===== src/rtl/tccs_pkg.sv =====
// shared types and constants for the text console cursor/scroll block
// no dependencies; imported by every module of the block

package tccs_pkg;

    localparam int COL_W      = 7;
    localparam int ROW_W      = 5;
    localparam int POS_W      = 11;
    localparam int STORE_AW   = 12;
    localparam int TDATA_W    = 48;

    localparam logic [7:0]  NEWLINE_CODE = 8'd10;
    localparam logic [7:0]  SPACE_CODE   = 8'h20;
    localparam logic [7:0]  ATTR_RESET   = 8'hF0;

    // result fields, last field in the lowest bits
    typedef struct packed {
        logic                  did_scroll;
        logic [ROW_W-1:0]      scroll_base;
        logic [POS_W-1:0]      cursor_position;
        logic [15:0]           cell_value;
        logic [COL_W-1:0]      cell_col;
        logic [ROW_W-1:0]      cell_row;
    } res_t;

    localparam int RES_W = $bits(res_t);

    // classified item handed from front to back
    typedef struct packed {
        res_t                  res;
        logic                  written;
        logic [STORE_AW-1:0]   wr_addr;
        logic [STORE_AW-1:0]   clr_addr;
        logic [7:0]            attr;
    } cmd_t;

    typedef enum logic [1:0] {
        BK_INIT,
        BK_IDLE,
        BK_CLEAR,
        BK_HOLD
    } back_state_t;

endpackage


===== src/rtl/tccs_front.sv =====
// front end: accepts character codes, tracks cursor and ring base, builds commands
// depends on tccs_pkg

module tccs_front import tccs_pkg::*; #(
    parameter int COLUMNS = 80,
    parameter int ROWS    = 25
) (
    input  logic        aclk,
    input  logic        aresetn,
    input  logic        s_tvalid,
    output logic        s_tready,
    input  logic [7:0]  s_tdata,
    input  logic        cfg_we,
    input  logic [7:0]  cfg_wdata,
    input  logic        init_busy,
    input  logic        q_ready,
    output logic        q_push,
    output cmd_t        q_cmd
);

    localparam logic [ROW_W-1:0]   ROWS_M1  = ROW_W'(ROWS - 1);
    localparam logic [ROW_W:0]     ROWS_EXT = (ROW_W + 1)'(ROWS);
    localparam logic [COL_W:0]     COLS_EXT = (COL_W + 1)'(COLUMNS);
    localparam logic [STORE_AW-1:0] COLS_AW = STORE_AW'(COLUMNS);

    logic [COL_W-1:0] col_reg, col_next;
    logic [ROW_W-1:0] row_reg, row_next;
    logic [ROW_W-1:0] base_reg, base_next;
    logic [7:0]       attr_reg;

    logic             accept;
    logic             is_nl;
    logic [COL_W:0]   col_inc;
    logic             wrap;
    logic             at_last;
    logic             scroll;
    logic [ROW_W:0]   prow_sum;
    logic [ROW_W-1:0] prow;
    logic [STORE_AW-1:0] pos_full;

    assign s_tready = q_ready && !init_busy;
    assign accept   = s_tvalid && s_tready;
    assign q_push   = accept;

    always_comb begin
        is_nl   = (s_tdata == NEWLINE_CODE);
        col_inc = {1'b0, col_reg} + 1'b1;
        wrap    = is_nl || (col_inc >= COLS_EXT);
        at_last = (row_reg >= ROWS_M1);
        scroll  = wrap && at_last;

        col_next = wrap ? '0 : col_inc[COL_W-1:0];
        if (!wrap) begin
            row_next = row_reg;
        end else if (at_last) begin
            row_next = ROWS_M1;
        end else begin
            row_next = row_reg + 1'b1;
        end

        if (!scroll) begin
            base_next = base_reg;
        end else if (base_reg == ROWS_M1) begin
            base_next = '0;
        end else begin
            base_next = base_reg + 1'b1;
        end

        // visible row to store row through the ring base
        prow_sum = {1'b0, row_reg} + {1'b0, base_reg};
        if (prow_sum >= ROWS_EXT) begin
            prow_sum = prow_sum - ROWS_EXT;
        end
        prow = prow_sum[ROW_W-1:0];

        pos_full = STORE_AW'(row_next) * COLS_AW + STORE_AW'(col_next);

        q_cmd.written                 = !is_nl;
        q_cmd.res.cell_row            = is_nl ? '0 : row_reg;
        q_cmd.res.cell_col            = is_nl ? '0 : col_reg;
        q_cmd.res.cell_value          = is_nl ? 16'd0 : {attr_reg, s_tdata};
        q_cmd.res.cursor_position     = pos_full[POS_W-1:0];
        q_cmd.res.scroll_base         = base_next;
        q_cmd.res.did_scroll          = scroll;
        q_cmd.wr_addr  = STORE_AW'(prow) * COLS_AW + STORE_AW'(col_reg);
        // the new bottom row sits where the old ring base was
        q_cmd.clr_addr = STORE_AW'(base_reg) * COLS_AW;
        q_cmd.attr     = attr_reg;
    end

    always_ff @(posedge aclk) begin
        if (!aresetn) begin
            col_reg  <= '0;
            row_reg  <= '0;
            base_reg <= '0;
            attr_reg <= ATTR_RESET;
        end else begin
            if (accept) begin
                col_reg  <= col_next;
                row_reg  <= row_next;
                base_reg <= base_next;
            end
            if (cfg_we) begin
                attr_reg <= cfg_wdata;
            end
        end
    end

endmodule


===== src/rtl/tccs_queue.sv =====
// two-entry command queue between front end and back end
// depends on tccs_pkg for the command type

module tccs_queue import tccs_pkg::*; (
    input  logic aclk,
    input  logic aresetn,
    input  logic push,
    input  cmd_t push_cmd,
    output logic ready,
    output logic valid,
    input  logic pop,
    output cmd_t pop_cmd
);

    cmd_t       slot_reg [2];
    logic       wr_ptr_reg, wr_ptr_next;
    logic       rd_ptr_reg, rd_ptr_next;
    logic [1:0] count_reg, count_next;
    logic       do_push, do_pop;

    assign ready   = (count_reg != 2'd2);
    assign valid   = (count_reg != 2'd0);
    assign pop_cmd = slot_reg[rd_ptr_reg];
    assign do_push = push && ready;
    assign do_pop  = pop && valid;

    always_comb begin
        wr_ptr_next = do_push ? !wr_ptr_reg : wr_ptr_reg;
        rd_ptr_next = do_pop ? !rd_ptr_reg : rd_ptr_reg;
        count_next  = count_reg + {1'b0, do_push} - {1'b0, do_pop};
    end

    always_ff @(posedge aclk) begin
        if (do_push) begin
            slot_reg[wr_ptr_reg] <= push_cmd;
        end
    end

    always_ff @(posedge aclk) begin
        if (!aresetn) begin
            wr_ptr_reg <= 1'b0;
            rd_ptr_reg <= 1'b0;
            count_reg  <= 2'd0;
        end else begin
            wr_ptr_reg <= wr_ptr_next;
            rd_ptr_reg <= rd_ptr_next;
            count_reg  <= count_next;
        end
    end

endmodule


===== src/rtl/tccs_back.sv =====
// back end: writes the screen store, clears rows on scroll, drives the result register
// depends on tccs_pkg

module tccs_back import tccs_pkg::*; #(
    parameter int COLUMNS = 80,
    parameter int ROWS    = 25
) (
    input  logic                aclk,
    input  logic                aresetn,
    input  logic                q_valid,
    input  cmd_t                q_cmd,
    output logic                q_pop,
    output logic                init_busy,
    output logic                m_tvalid,
    input  logic                m_tready,
    output logic [TDATA_W-1:0]  m_tdata,
    output logic                m_tuser
);

    localparam int DEPTH = COLUMNS * ROWS;
    localparam int AW    = $clog2(DEPTH);
    localparam logic [AW-1:0]    LAST_CELL = AW'(DEPTH - 1);
    localparam logic [COL_W-1:0] LAST_COL  = COL_W'(COLUMNS - 1);

    logic [15:0] store_mem [DEPTH];

    back_state_t state_reg, state_next;
    cmd_t        cmd_reg;
    logic [AW-1:0]    init_cnt_reg;
    logic [COL_W-1:0] clr_cnt_reg;
    logic        out_valid_reg;
    res_t        out_res_reg;
    logic        out_user_reg;

    logic        out_free;
    logic        load_q, load_hold;
    logic        mem_we;
    logic [AW-1:0] mem_addr;
    logic [15:0] mem_wdata;
    logic [STORE_AW-1:0] clr_sum;

    assign out_free  = !out_valid_reg || m_tready;
    assign m_tvalid  = out_valid_reg;
    assign m_tdata   = {(TDATA_W - RES_W)'(0), out_res_reg};
    assign m_tuser   = out_user_reg;
    assign init_busy = (state_reg == BK_INIT);
    assign clr_sum   = cmd_reg.clr_addr + STORE_AW'(clr_cnt_reg);

    // next state
    always_comb begin
        state_next = state_reg;
        case (state_reg)
            BK_INIT: begin
                if (init_cnt_reg == LAST_CELL) state_next = BK_IDLE;
            end
            BK_IDLE: begin
                if (q_valid && out_free && q_cmd.res.did_scroll) state_next = BK_CLEAR;
            end
            BK_CLEAR: begin
                if (clr_cnt_reg == LAST_COL) state_next = BK_HOLD;
            end
            BK_HOLD: begin
                if (out_free) state_next = BK_IDLE;
            end
            default: state_next = BK_INIT;
        endcase
    end

    // outputs of the sequencer
    always_comb begin
        q_pop     = 1'b0;
        load_q    = 1'b0;
        load_hold = 1'b0;
        mem_we    = 1'b0;
        mem_addr  = '0;
        mem_wdata = {ATTR_RESET, SPACE_CODE};
        case (state_reg)
            BK_INIT: begin
                mem_we   = 1'b1;
                mem_addr = init_cnt_reg;
            end
            BK_IDLE: begin
                if (q_valid && out_free) begin
                    q_pop     = 1'b1;
                    load_q    = !q_cmd.res.did_scroll;
                    mem_we    = q_cmd.written;
                    mem_addr  = q_cmd.wr_addr[AW-1:0];
                    mem_wdata = q_cmd.res.cell_value;
                end
            end
            BK_CLEAR: begin
                mem_we    = 1'b1;
                mem_addr  = clr_sum[AW-1:0];
                mem_wdata = {cmd_reg.attr, SPACE_CODE};
            end
            BK_HOLD: begin
                load_hold = out_free;
            end
            default: begin
                q_pop = 1'b0;
            end
        endcase
    end

    always_ff @(posedge aclk) begin
        if (mem_we) begin
            store_mem[mem_addr] <= mem_wdata;
        end
    end

    always_ff @(posedge aclk) begin
        if (q_pop) begin
            cmd_reg <= q_cmd;
        end
        if (load_q) begin
            out_res_reg  <= q_cmd.res;
            out_user_reg <= q_cmd.written;
        end else if (load_hold) begin
            out_res_reg  <= cmd_reg.res;
            out_user_reg <= cmd_reg.written;
        end
    end

    always_ff @(posedge aclk) begin
        if (!aresetn) begin
            state_reg     <= BK_INIT;
            init_cnt_reg  <= '0;
            clr_cnt_reg   <= '0;
            out_valid_reg <= 1'b0;
        end else begin
            state_reg <= state_next;
            if (state_reg == BK_INIT) begin
                init_cnt_reg <= init_cnt_reg + 1'b1;
            end
            if (state_reg == BK_CLEAR) begin
                clr_cnt_reg <= clr_cnt_reg + 1'b1;
            end else begin
                clr_cnt_reg <= '0;
            end
            if (load_q || load_hold) begin
                out_valid_reg <= 1'b1;
            end else if (m_tready) begin
                out_valid_reg <= 1'b0;
            end
        end
    end

endmodule


===== src/rtl/text_console_cursor_scroll_top.sv =====
// top level of the text console: front end, command queue and back end
// depends on tccs_pkg, tccs_front, tccs_queue, tccs_back
//
// usage:
//   s_ channel carries one character code per transaction; code 10 is a
//   newline, every other code is written at the cursor in the current
//   attribute. m_ channel returns one result per character: m_tuser flags a
//   written cell, m_tdata holds cell position, value, new cursor and ring base.
//   cfg_we / cfg_wdata set the colour attribute; write it only when idle.
// flow:
//   a plain character or a newline without scroll passes through a queue
//   slot and the result register; one item per cycle can be sustained while
//   m_tready is high and no scroll runs. a scroll keeps the back end busy
//   clearing the bottom row through the single store write port, then holding the result.
// reset:
//   aresetn (synchronous, active low) resets cursor and ring base to zero and
//   the attribute to 0xF0, then the store is filled with spaces, COLUMNS*ROWS
//   cells (2000 at the default size), with s_tready low.
// stalls:
//   a result is held on m_ while m_tready is low; the two-entry queue keeps
//   accepting until full, then s_tready drops.

module text_console_cursor_scroll_top import tccs_pkg::*; #(
    parameter int COLUMNS = 80,
    parameter int ROWS    = 25
) (
    input  logic                aclk,
    input  logic                aresetn,
    input  logic                s_tvalid,
    output logic                s_tready,
    input  logic [7:0]          s_tdata,   // [7:0] char_code
    output logic                m_tvalid,
    input  logic                m_tready,
    // [4:0] cell_row, [11:5] cell_col, [27:12] cell_value,
    // [38:28] cursor_position, [43:39] scroll_base, [44] did_scroll
    output logic [TDATA_W-1:0]  m_tdata,
    output logic                m_tuser,   // [0] cell_written
    input  logic                cfg_we,
    input  logic [7:0]          cfg_wdata  // text_attribute
);

    logic init_busy;
    logic q_ready, q_push, q_valid, q_pop;
    cmd_t push_cmd, pop_cmd;

    tccs_front #(
        .COLUMNS (COLUMNS),
        .ROWS    (ROWS)
    ) u_front (
        .aclk      (aclk),
        .aresetn   (aresetn),
        .s_tvalid  (s_tvalid),
        .s_tready  (s_tready),
        .s_tdata   (s_tdata),
        .cfg_we    (cfg_we),
        .cfg_wdata (cfg_wdata),
        .init_busy (init_busy),
        .q_ready   (q_ready),
        .q_push    (q_push),
        .q_cmd     (push_cmd)
    );

    tccs_queue u_queue (
        .aclk     (aclk),
        .aresetn  (aresetn),
        .push     (q_push),
        .push_cmd (push_cmd),
        .ready    (q_ready),
        .valid    (q_valid),
        .pop      (q_pop),
        .pop_cmd  (pop_cmd)
    );

    tccs_back #(
        .COLUMNS (COLUMNS),
        .ROWS    (ROWS)
    ) u_back (
        .aclk      (aclk),
        .aresetn   (aresetn),
        .q_valid   (q_valid),
        .q_cmd     (pop_cmd),
        .q_pop     (q_pop),
        .init_busy (init_busy),
        .m_tvalid  (m_tvalid),
        .m_tready  (m_tready),
        .m_tdata   (m_tdata),
        .m_tuser   (m_tuser)
    );

endmodule


===== config.mk =====
export PLATFORM = sky130hd
export DESIGN_NAME = text_console_cursor_scroll_top
export DESIGN_NICKNAME = d
export VERILOG_FILES = /design/src/rtl/tccs_pkg.sv /design/src/rtl/tccs_front.sv /design/src/rtl/tccs_queue.sv /design/src/rtl/tccs_back.sv /design/src/rtl/text_console_cursor_scroll_top.sv
export SDC_FILE = /design/constraint.sdc
export NUM_CORES = 1
export LEC_CHECK = 0
export BUFFER_PORTS_ARGS = -buffer_cell sky130_fd_sc_hd__buf_2
export CAP_MARGIN = 20
export CORE_MARGIN = 1.5
export CORE_UTILIZATION = 50
export DETAILED_ROUTE_END_ITERATION = 12
export PLACE_DENSITY = 0.72
export SLEW_MARGIN = 0
export SYNTH_ARGS = -nofsm -noshare
export SYNTH_HDL_FRONTEND = slang
export SYNTH_SLANG_ARGS = --single-unit

===== constraint.sdc =====
create_clock -name aclk -period 5.2 [get_ports aclk]
set_input_delay 0.52 -clock aclk [delete_from_list [all_inputs] [get_ports aclk]]
set_output_delay 0.52 -clock aclk [all_outputs]
set_load 0.005 [all_outputs]

---- Yosys cells after proc, flatten, opt, wreduce, memory -nomap -nowiden ----
Memory sizes are Yosys's and may differ from the RTL's. A register that Yosys moved wholly into a read port is not among the register bits.
Index checks and enable logic that the tools add are counted.
word-level totals
  register bits ........................... 142
  RAM bits ................................ 148
  output and inout port bits .............. 51
  bits of input ports ..................... 21
  logic and storage cells ................. 106
  memories kept ........................... 1
cells by class
  order comparisons ....................... 3
  mux-type cells .......................... 29
  equal/unequal tests ..................... 12
  add/sub/neg operators ................... 11
  reductions and logical operators ........ 22
  multiply operators ...................... 3
memory list
  name              words  width  rd ports  clocked after memory_dff  write ports  RTL line          RTL
  u_queue.slot_reg  2      74     1         1                         1            tccs_queue.sv:15  cmd_t slot_reg [2];
operators by type and width
  kind                                                 count
  two-way mux 45 bit                                   2
  two-way mux 5 bit                                    6
  multiplier 5 x 3 -> 8 bit, second input constant     2
  two-way mux 16 bit                                   1
  two-way mux 7 bit                                    2
  two-way mux 1 bit                                    13
  adder 12 x 7 -> 12 bit                               1
  adder 11 x 1 -> 11 bit, second input constant        1
  adder 11 x 7 -> 11 bit                               1
  == test 11 bit, second input constant                1
  adder 5 x 1 -> 5 bit, second input constant          2
  adder 7 x 1 -> 8 bit, second input constant          1
  == test 8 x 4 -> 1 bit, second input constant        1
  >= comparator 8 x 7 -> 1 bit, second input constant  1
  two-way mux 2 bit                                    4
  != test 2 x 1 -> 1 bit, second input constant        4
  case mux 2 bit (4 select lines)                      1
  adder 7 x 1 -> 7 bit, second input constant          1
  == test 7 bit, second input constant                 1
  logical AND 1 bit                                    7
  multiplier 5 x 3 -> 7 bit, second input constant     1
  adder 5 x 5 -> 6 bit                                 1
  >= comparator 6 x 5 -> 1 bit, second input constant  1
  zero test 1 bit                                      6
  other kinds (13)                                     18

---- Longest topological paths before layout ----
Gate-level depths: netlist of the first run.
  depth in word-level cells ............... 8
  mapped depth ............................ 16
  gate-level depth less buffers ........... 14

---- Hierarchy ----
Synthesis of the first run repeated with hierarchy kept, for this count alone.
second synthesis, totals
  cells, all modules ...................... 907
  area, all modules ....................... 13260.2 µm²
by module, submodules not included
  module      cells each  instances  seq. area each (µm²)  area each (µm²)
  tccs_queue  273         1          4784.6                5933.2
  tccs_back   256         1          3183.1                4362.9
  tccs_front  378         1          500.5                 2964.1

---- Worst setup path before layout of the first run ----
OpenSTA, ideal clock, no wires.
  kind .................................... in2reg
  start point ............................. input port m_tready
  end point ............................... register u_back.cmd_reg[32] (netlist name) (enable)
  cell stages on the path ................. 2
  required time ........................... 4684 ps
  buffers on the path ..................... 0
  setup slack ............................. 673 ps
  library setup time ...................... 516 ps
  arrival ................................. 4011 ps
  cell sequence ........................... nor2b_1 > nor3b_1
on the way
  longest elaborated chain between the ends .. 4
RTL lines
  item                  RTL line                              RTL
  start, declared       text_console_cursor_scroll_top.sv:33  input logic m_tready,
  logical OR 1 bit      tccs_back.sv:42                       assign out_free = !out_valid_reg || m_tready;
  logical AND 1 bit     tccs_back.sv:83                       if (q_valid && out_free) begin
  two-way mux 1 bit     tccs_back.sv:83
  two-way mux 1 bit     tccs_back.sv:77                       case (state_reg)
  named net q_pop       text_console_cursor_scroll_top.sv:43  logic q_ready, q_push, q_valid, q_pop;
  end signal, assigned  tccs_back.sv:113                      cmd_reg <= q_cmd;
  end, declared         tccs_back.sv:28                       cmd_t cmd_reg;
The timed path passes the listed nets, and every way through them passes these cells.
A chain may end at the register's enable or synchronous reset.

==> flow_metrics.py, run 1 <==
metrics = {
    "status": {
        "status": "completed",
    },
    "floorplanning": {
        "ioPinCount": 72,
        "start_util": 0.508,
        "core_area_um2": 19300,
        "die_area_um2": 20500,
        "rows": 51,
        "die_w_um": 143,
        "die_h_um": 143,
    },
    "clock_network": {
        "clock_path_buffers": 3,
        "htree_levels": 1,
        "cts_tree": "built",
        "cts.sinks": 235,
        "post-cts-setup-buffers": 0,
        "hold_buffers": 0,
        "clkTransAtPathRegs_ns": 0.06,
        "cts_root_buffer": "clkbuf_16",
        "cts_resized": 0,
        "insertion_delay_ns": 0.52,
        "cts_inserted_buffers": 24,
    },
    "sta": {
        "whs_ns": 0.209,
        "fmaxAchievable_mhz": 215,
        "final.min_clock_period_ns": 4.65,
        "maxSlewHeadroom": 0.452,
        "hold_violations": 0,
        "grt_setup_unrepaired": "false",
        "skew_ns": 0.0148,
        "tightestPinTransition_ns": 0.817,
        "tns_ns": 0,
        "slew_viol_final": 0,
        "finalCritPeriodShare": 0.894,
        "setup_viol": 0,
    },
    "global_routing": {
        "antenna_found_initial": 0,
        "grt_max_degree": 48,
        "overflow": 0,
        "grt_pass1_wl_mm": 27.8,
        "grt_pass1_vias": 5658,
        "grt_usage": 0.170,
    },
    "placed_design": {
        "place_area_um2": 10400,
        "dpl.hpwl_mm": 10.8,
        "portBuffers": 68,
        "globalplace.congestion": 0.847,
    },
    "detailed_routing": {
        "dr_total_vias": 5530,
        "drt_iter0_drc": 321,
        "drt_first_pass_iters": 5,
        "drcViolationCount": 0,
        "avgRoutedWirePerCell_um": 16.2,
        "vias_per_cell": 5.35,
        "ant_nets": 0,
        "finalWirelength_mm": 16.7,
    },
    "synthesis": {
        "synth-xor-area-share": 0.0223,
        "syn_inst": 686,
        "yosys-top-cells-count": "edfxtp_1 (184), mux2_2 (94), dfxtp_1 (51), nor2_1 (46), nand2_1 (37)",
        "synthTopCellsByArea": "edfxtp_1 (56%), mux2_2 (11%), dfxtp_1 (10%), ha_1 (2.9%), nor2_1 (1.8%)",
        "synth_edf_count": 184,
        "synth.area.mux_share": 0.123,
        "async_flop_share": 0,
        "yosys.area.top_type_share": 0.562,
        "ys_seq_area_frac": 0.666,
        "synth_compound_area_frac": 0.0425,
        "yosys.cell_types.count": 54,
        "yosys.area_share.simple": 0.0870,
        "syn_area_um2": 9820,
        "synthAdderAreaFrac": 0.0334,
        "synth-seq-cells": 235,
        "synth-main-ff-cell": "edfxtp_1",
        "synth.most_common_cell": "edfxtp_1",
        "avgSynthCellArea_um2": 14.3,
        "yosysWarnings": 0,
        "synth_top_cell_by_area": "edfxtp_1",
        "synth_top_family_by_area": "multiplexers",
    },
    "final_layout": {
        "largest_register_ffs": 92,
        "post-route-util": 0.577,
        "syn_to_final_growth_pct": 13.5,
        "final.fill_count": 1522,
        "fin_nets": 797,
        "diodes": 0,
        "drive_gt1_frac": 0.281,
        "fin_area_um2": 11200,
    },
    "worst_hold_path": {
        "min_path_type": "primary input to register",
        "min_from": "s_tdata[0]",
    },
    "pwr": {
        "power_density_nw_per_um2": 323,
        "power.total_mw": 3.60,
        "power_leakage_nw": 3.92,
        "ir_drop_mv": 0.217,
    },
    "critical_path": {
        "crit_type": "register to register",
        "cp.arrival_ns": 4.90,
        "required_ns": 5.45,
        "crit_fanout": 15,
        "r2r-start": "u_front.col_reg[0]",
        "crit_path_start_kind": "register",
        "critPathLaunch": "u_front.col_reg[0]",
        "cp-end-kind": "register",
    },
    "flow_run": {
        "maxCapViolCount": 0,
    },
}
power by group:
group | internal [mW] | switching [mW]
combinational | 0.0152 | 0.0209
clock | 0.877 | 0.676
sequential | 2.01 | 0.00365
total | 2.90 | 0.700
metal layers:
layer  vias to the layer above  GRT usage  routed length (µm)
li1                       2640          -                   -
met1                      2727      0.217                7220
met2                       135      0.295                8430
met3                        28     0.0238                 729
met4                         0     0.0619                 366
met5                         -          0                   0
stage by stage:
step,setup slack (ns),cells
floorplan,0.673,688
global placement,0.894,988
detailed placement,0.637,989
CTS,0.603,1032
global route,0.247,1033
finish,0.553,1033
layout make-up:
type | count | area [µm²] | area share
clock buffer | 31 | 647 | 0.0580
clock inverter | 12 | 68.8 | 0.00617
inverter | 18 | 67.6 | 0.00606
multi-input combinational | 396 | 3070 | 0.275
sequential | 235 | 6550 | 0.587
tap | 265 | 332 | 0.0297
timing repair buffer | 76 | 425 | 0.0381
logic make-up after synthesis:
logic type / count (synthesis)
xor+xnor: 25
compound gates: 64
simple gates: 170
flops: 235
mux: 109
fa+ha+maj: 25
buf+inv: 57
other cells: 1
placed cells by master (no fill, tap or decap), drive strengths merged, types with 2 or more instances in the layout:
master / n
o41ai: 2
conb: 3
clkinv: 11
a21oi: 19
nand4: 6
a32o: 2
nor3b: 5
clkinvlp: 2
buf: 76
mux2i: 15
and3: 4
o21ai: 21
nor2: 46
and2: 24
nand3: 18
nand2: 37
xor2: 12
o31ai: 4
nor2b: 6
ha: 23
clkbuf: 31
edfxtp: 184
a21o: 2
or3: 6
or4: 2
inv: 17
mux2: 94
nand2b: 5
a31oi: 2
dfxtp: 51
nor3: 6
fa: 2
xnor2: 13
path summary, 6_finish.rpt:
kind	slack (ns)	cells after the start	endpoint
setup / recovery	0.55	14	u_queue.slot_reg[0][67]
hold / removal	0.21	1	u_queue.slot_reg[1][41]
setup reg to reg	0.55	14	u_queue.slot_reg[0][67]
hold reg to reg	0.47	1	u_back.clr_cnt_reg[0]
worst max-delay path, stage by stage, from the launching register on:
cell	delay, ns
dfxtp_1	0.48
ha_1	0.33
and3_1	0.31
a211oi_2	0.14
nor3_2	0.70
nor2_1	0.12
mux2_2	0.32
ha_1	0.29
ha_1	0.25
fa_1	0.54
nand2_1	0.08
nor2b_1	0.17
o21ai_0	0.13
a221oi_1	0.38
xnor2_1	0.13
Power figures use the tool's default switching activity.
==> inputs of run 2 (changes only) <==
ABC_CLOCK_PERIOD_IN_PS = 5200   (was default)
BUFFER_PORTS_ARGS = -buffer_cell sky130_fd_sc_hd__buf_4   (was -buffer_cell sky130_fd_sc_hd__buf_2)
==> flow_metrics.py, run 2 (same netlist as run 1, synthesis figures left out) <==
metrics = {
    "status": {
        "status": "completed",
    },
    "pwr": {
        "power_density_nw_per_um2": 336,
        "ir_drop_mv": 0.256,
        "comb_power_share": 0.011,
        "power_switching_mw": 0.733,
        "power_leakage_nw": 4.08,
        "clockPowerShare": 0.470,
        "intPower_mw": 3.14,
        "swShare": 0.189,
        "power.total_mw": 3.87,
        "p_seq_frac": 0.520,
    },
    "critical_path": {
        "r2r_setup_slack_ns": 0.58,
        "required_ns": 5.45,
        "r2r-start": "u_front.col_reg[0]",
        "crit_type": "register to register",
        "cp.arrival_ns": 4.86,
        "rr_worst_depth": 14,
        "crit_fanout": 15,
        "r2r_end": "u_queue.slot_reg[0][67]",
        "cp-end-kind": "register",
        "crit_path_start_kind": "register",
    },
    "clock_network": {
        "cts.sinks": 235,
        "cts_root_buffer": "clkbuf_16",
        "insertion_delay_ns": 0.52,
        "cts_inserted_buffers": 25,
        "htree_levels": 1,
        "clkTransAtPathRegs_ns": 0.06,
        "cts_tree": "built",
        "cts_resized": 0,
        "clock_path_buffers": 3,
        "hold_buffers": 0,
        "post-cts-setup-buffers": 0,
    },
    "global_routing": {
        "grt_max_degree": 48,
        "antenna_found_initial": 0,
        "grt_usage": 0.168,
        "grt_pass1_wl_mm": 27.4,
        "overflow": 0,
        "grt_pass1_vias": 5568,
    },
    "sta": {
        "setup_viol": 0,
        "grt_setup_unrepaired": "false",
        "tightestPinTransition_ns": 0.840,
        "tns_ns": 0,
        "fmaxAchievable_mhz": 217,
        "final.min_clock_period_ns": 4.62,
        "slew_viol_final": 0,
        "finalCritPeriodShare": 0.888,
        "skew_ns": 0.0148,
        "hold_violations": 0,
        "maxSlewHeadroom": 0.435,
    },
    "placed_design": {
        "dpl.hpwl_mm": 10.7,
        "globalplace.congestion": 0.857,
        "portBuffers": 68,
        "place_area_um2": 10600,
    },
    "detailed_routing": {
        "drt_first_pass_iters": 5,
        "avgRoutedWirePerCell_um": 16.1,
        "vias_per_cell": 5.30,
        "drcViolationCount": 0,
        "ant_nets": 0,
        "dr_total_vias": 5496,
        "drt_iter0_drc": 293,
        "finalWirelength_mm": 16.7,
    },
    "final_layout": {
        "post-route-util": 0.595,
        "syn_to_final_growth_pct": 17.2,
        "drive_gt1_frac": 0.293,
        "fin_area_um2": 11500,
        "final_common_cell": "edfxtp_1",
        "fin_nets": 798,
        "largest_register_ffs": 92,
        "final.fill_count": 1441,
        "layout_common_cells": "edfxtp_1 (184), mux2_2 (94), buf_4 (73)",
    },
    "floorplanning": {
        "die_h_um": 143,
        "core_area_um2": 19300,
        "start_util": 0.508,
        "die_area_um2": 20500,
        "rows": 51,
        "die_w_um": 143,
        "ioPinCount": 72,
    },
    "worst_hold_path": {
        "min_path_type": "primary input to register",
        "min_from": "s_tdata[6]",
        "min_to": "u_queue.slot_reg[0][47]",
        "worstHoldPathCells": 1,
    },
    "flow_run": {
        "maxCapViolCount": 0,
    },
}
run 2: changes by cell type in the layout (fill, tap and decap cells not counted), moves of 2 or more:
| cell | previous run | this run |
|---|---|---|
| clkinvlp_4 | 2 | 0 |
| clkinv_1 | 7 | 1 |
| buf_4 | 6 | 73 |
| clkbuf_16 | 24 | 27 |
| buf_2 | 68 | 0 |
| clkbuf_8 | 2 | 7 |
run 2: routing by layer:
layer	share of wire	wire, µm	up-vias	global-route usage
met5	0	0	-	0
li1	-	-	2651	-
met4	0.024	394	0	0.0537
met2	0.50	8290	138	0.291
met1	0.43	7240	2673	0.214
met3	0.046	766	34	0.0285
run 2: how the worst max path moves through the flow:
stage,start,cells past startpoint,endpoint
floorplan,m_tready,2,u_back.cmd_reg[32]
global placement,u_front.col_reg[0],14,u_queue.slot_reg[0][67]
detailed placement,u_front.col_reg[0],14,u_queue.slot_reg[0][67]
CTS,u_front.col_reg[0],14,u_queue.slot_reg[1][67]
global route,u_front.col_reg[0],14,u_queue.slot_reg[1][67]
finish,u_front.col_reg[0],14,u_queue.slot_reg[0][67]
run 2: critical path, stage by stage, from the launching register on:
cell	delay (ns)
dfxtp_1	0.47
ha_1	0.32
and3_1	0.30
a211oi_2	0.14
nor3_2	0.70
nor2_1	0.13
mux2_2	0.33
ha_1	0.28
ha_1	0.24
fa_1	0.54
nand2_1	0.09
nor2b_1	0.19
o21ai_0	0.13
a221oi_1	0.34
xnor2_1	0.13
run 2: power by group through the flow:
stage	clock [mW]	sequential [mW]	combinational, mW
6_report	1.82	2.01	0.0414
5_1_grt	1.93	2.01	0.0459
4_1_cts	1.86	2.01	0.0393
3_5_place_dp	0	2.05	0.0391
3_3_place_gp	0	2.05	0.0373
2_1_floorplan	0	2.05	0.0244
run 2: area by class of cell:
class	count	area, µm²	area share
Sequential cell	235	6550	0.569
Multi-Input combinational cell	396	3070	0.266
Clock buffer	38	787	0.0684
Timing Repair Buffer	76	616	0.0535
Tap cell	265	332	0.0288
Clock inverter	8	95.1	0.00826
Inverter	18	67.6	0.00587
Antenna cell	1	2.50	0.000217
run 2: metrics by stage:
stage | instances | setup slack, ns | hold slack (ns)
after detailed placement | 988 | 0.640 | 0.435
after global routing | 1036 | 0.196 | 0.172
after floorplan | 688 | 0.673 | 0.413
final | 1037 | 0.584 | 0.194
after CTS | 1034 | 0.586 | 0.172
after global placement | 987 | 0.855 | 0.422
==> inputs of run 3 (changes only) <==
CORE_MARGIN = default   (was 1.5)
==> flow_metrics.py, run 3 (same netlist as run 1, synthesis figures left out) <==
metrics = {
    "status": {
        "status": "completed",
    },
    "critical_path": {
        "cp-end-kind": "register",
        "crit_chain": "ha_1 -> and3_1 -> a211oi_2 -> or3_4 -> o21ai_0 -> ha_1 -> ha_1 -> fa_1 -> nand2_1 -> nor2b_1 -> o21ai_0 -> a221oi_1 -> xnor2_1",
        "max_stage_delay_ns": 0.54,
        "required_ns": 5.45,
        "crit_type": "register to register",
        "cp.arrival_ns": 4.69,
        "crit_path_frequent_cell": "ha_1",
        "cp_slowest_cell": "fa_1",
        "crit_path_start_kind": "register",
        "crit_fanout": 14,
    },
    "sta": {
        "hold_violations": 0,
        "setup_viol": 0,
        "fmaxAchievable_mhz": 225,
        "tightestPinTransition_ns": 0.879,
        "tns_ns": 0,
        "final.min_clock_period_ns": 4.44,
        "finalCritPeriodShare": 0.853,
        "skew_ns": 0.0120,
        "grt_setup_unrepaired": "false",
        "maxSlewHeadroom": 0.409,
        "slew_viol_final": 0,
    },
    "floorplanning": {
        "ioPinCount": 72,
        "rows": 50,
        "core_area_um2": 19000,
        "die_h_um": 142,
        "start_util": 0.518,
        "die_w_um": 142,
        "die_area_um2": 20200,
    },
    "global_routing": {
        "antenna_found_initial": 0,
        "overflow": 0,
        "grt_max_degree": 48,
        "grt_pass1_wl_mm": 28.0,
        "grt_usage": 0.176,
        "grt_pass1_vias": 5754,
    },
    "flow_run": {
        "maxCapViolCount": 0,
    },
    "placed_design": {
        "portBuffers": 68,
        "place_area_um2": 10600,
        "dpl.hpwl_mm": 11.1,
        "globalplace.congestion": 0.862,
    },
    "clock_network": {
        "cts.sinks": 235,
        "htree_levels": 1,
        "post-cts-setup-buffers": 0,
        "cts_root_buffer": "clkbuf_16",
        "cts_inserted_buffers": 25,
        "insertion_delay_ns": 0.52,
        "hold_buffers": 0,
        "cts_resized": 0,
        "cts_tree": "built",
        "clkTransAtPathRegs_ns": 0.06,
        "clock_path_buffers": 3,
    },
    "pwr": {
        "ir_drop_mv": 0.240,
        "power_leakage_nw": 4.01,
        "power_density_nw_per_um2": 326,
    },
    "final_layout": {
        "post-route-util": 0.601,
        "final.fill_count": 1458,
        "fin_nets": 799,
        "final_common_cell": "edfxtp_1",
        "layout_common_cells": "edfxtp_1 (184), mux2_2 (94), buf_4 (75)",
        "largest_register_ffs": 92,
        "drive_gt1_frac": 0.284,
        "diodes": 0,
        "fin_area_um2": 11400,
        "syn_to_final_growth_pct": 15.9,
    },
    "worst_hold_path": {
        "min_path_type": "primary input to register",
    },
    "detailed_routing": {
        "ant_nets": 0,
        "drt_first_pass_iters": 5,
        "vias_per_cell": 5.34,
        "drcViolationCount": 0,
        "dr_total_vias": 5509,
        "finalWirelength_mm": 17.3,
        "avgRoutedWirePerCell_um": 16.7,
        "drt_iter0_drc": 307,
    },
}
-- run 3: cell count changes in the layout (fill, tap and decap cells not counted), moves of 2 or more --
cell / previous run / this run
clkbuf_8: 7 / 2
clkbuf_16: 27 / 25
clkbuf_1: 4 / 9
clkinvlp_4: 0 / 2
buf_4: 73 / 75
clkinv_1: 1 / 4
-- run 3: area by class of cell --
| type | instances | area, µm² | area share |
|---|---|---|---|
| Clock inverter | 10 | 91.3 | 0.00802 |
| Multi-Input combinational cell | 396 | 3070 | 0.269 |
| Inverter | 18 | 67.6 | 0.00593 |
| Sequential cell | 235 | 6550 | 0.575 |
| Timing Repair Buffer | 77 | 603 | 0.0530 |
| Tap cell | 260 | 325 | 0.0286 |
| Clock buffer | 36 | 687 | 0.0603 |
-- run 3: final timing paths --
kind	start	endpoint	slack, ns	cells after the start
max	u_front.col_reg[0]	u_queue.slot_reg[1][67]	0.76	13
min	s_tdata[2]	u_queue.slot_reg[0][43]	0.19	1
max reg2reg	u_front.col_reg[0]	u_queue.slot_reg[1][67]	0.76	13
min reg2reg	u_front.attr_reg[5]	u_front.attr_reg[5]	0.46	2
-- run 3: layer usage --
layer,track usage,share of wire
met1,0.217,0.44
met2,0.314,0.50
met3,0.0269,0.033
met4,0.0606,0.023
met5,0,0
-- run 3: power breakdown --
group / internal [mW] / switching [mW] / total [mW]
combinational: 0.0195 / 0.0209 / 0.0403
sequential: 2.01 / 0.00370 / 2.01
clock: 0.973 / 0.690 / 1.66
-- run 3: critical path, delay by kind of cell (launching register included) --
| family | cells | cell delay, ns |
|---|---|---|
| flip-flops | 1 | 0.48 |
| adder cells (fa/ha/maj) | 4 | 1.43 |
| XOR/XNOR | 1 | 0.14 |
| AND/OR/NAND/NOR | 4 | 1.07 |
| AO/OA/AOI/OAI | 4 | 1.05 |
-- run 3: through the flow --
step / cells / power (mW) / worst slack [ns] / hold slack [ns]
floorplan: 688 / 2.07 / 0.673 / 0.413
global placement: 984 / 2.09 / 1.04 / 0.421
detailed placement: 984 / 2.09 / 0.826 / 0.445
CTS: 1030 / 3.75 / 0.790 / 0.176
global route: 1032 / 3.83 / 0.469 / 0.178
finish: 1032 / 3.71 / 0.764 / 0.193
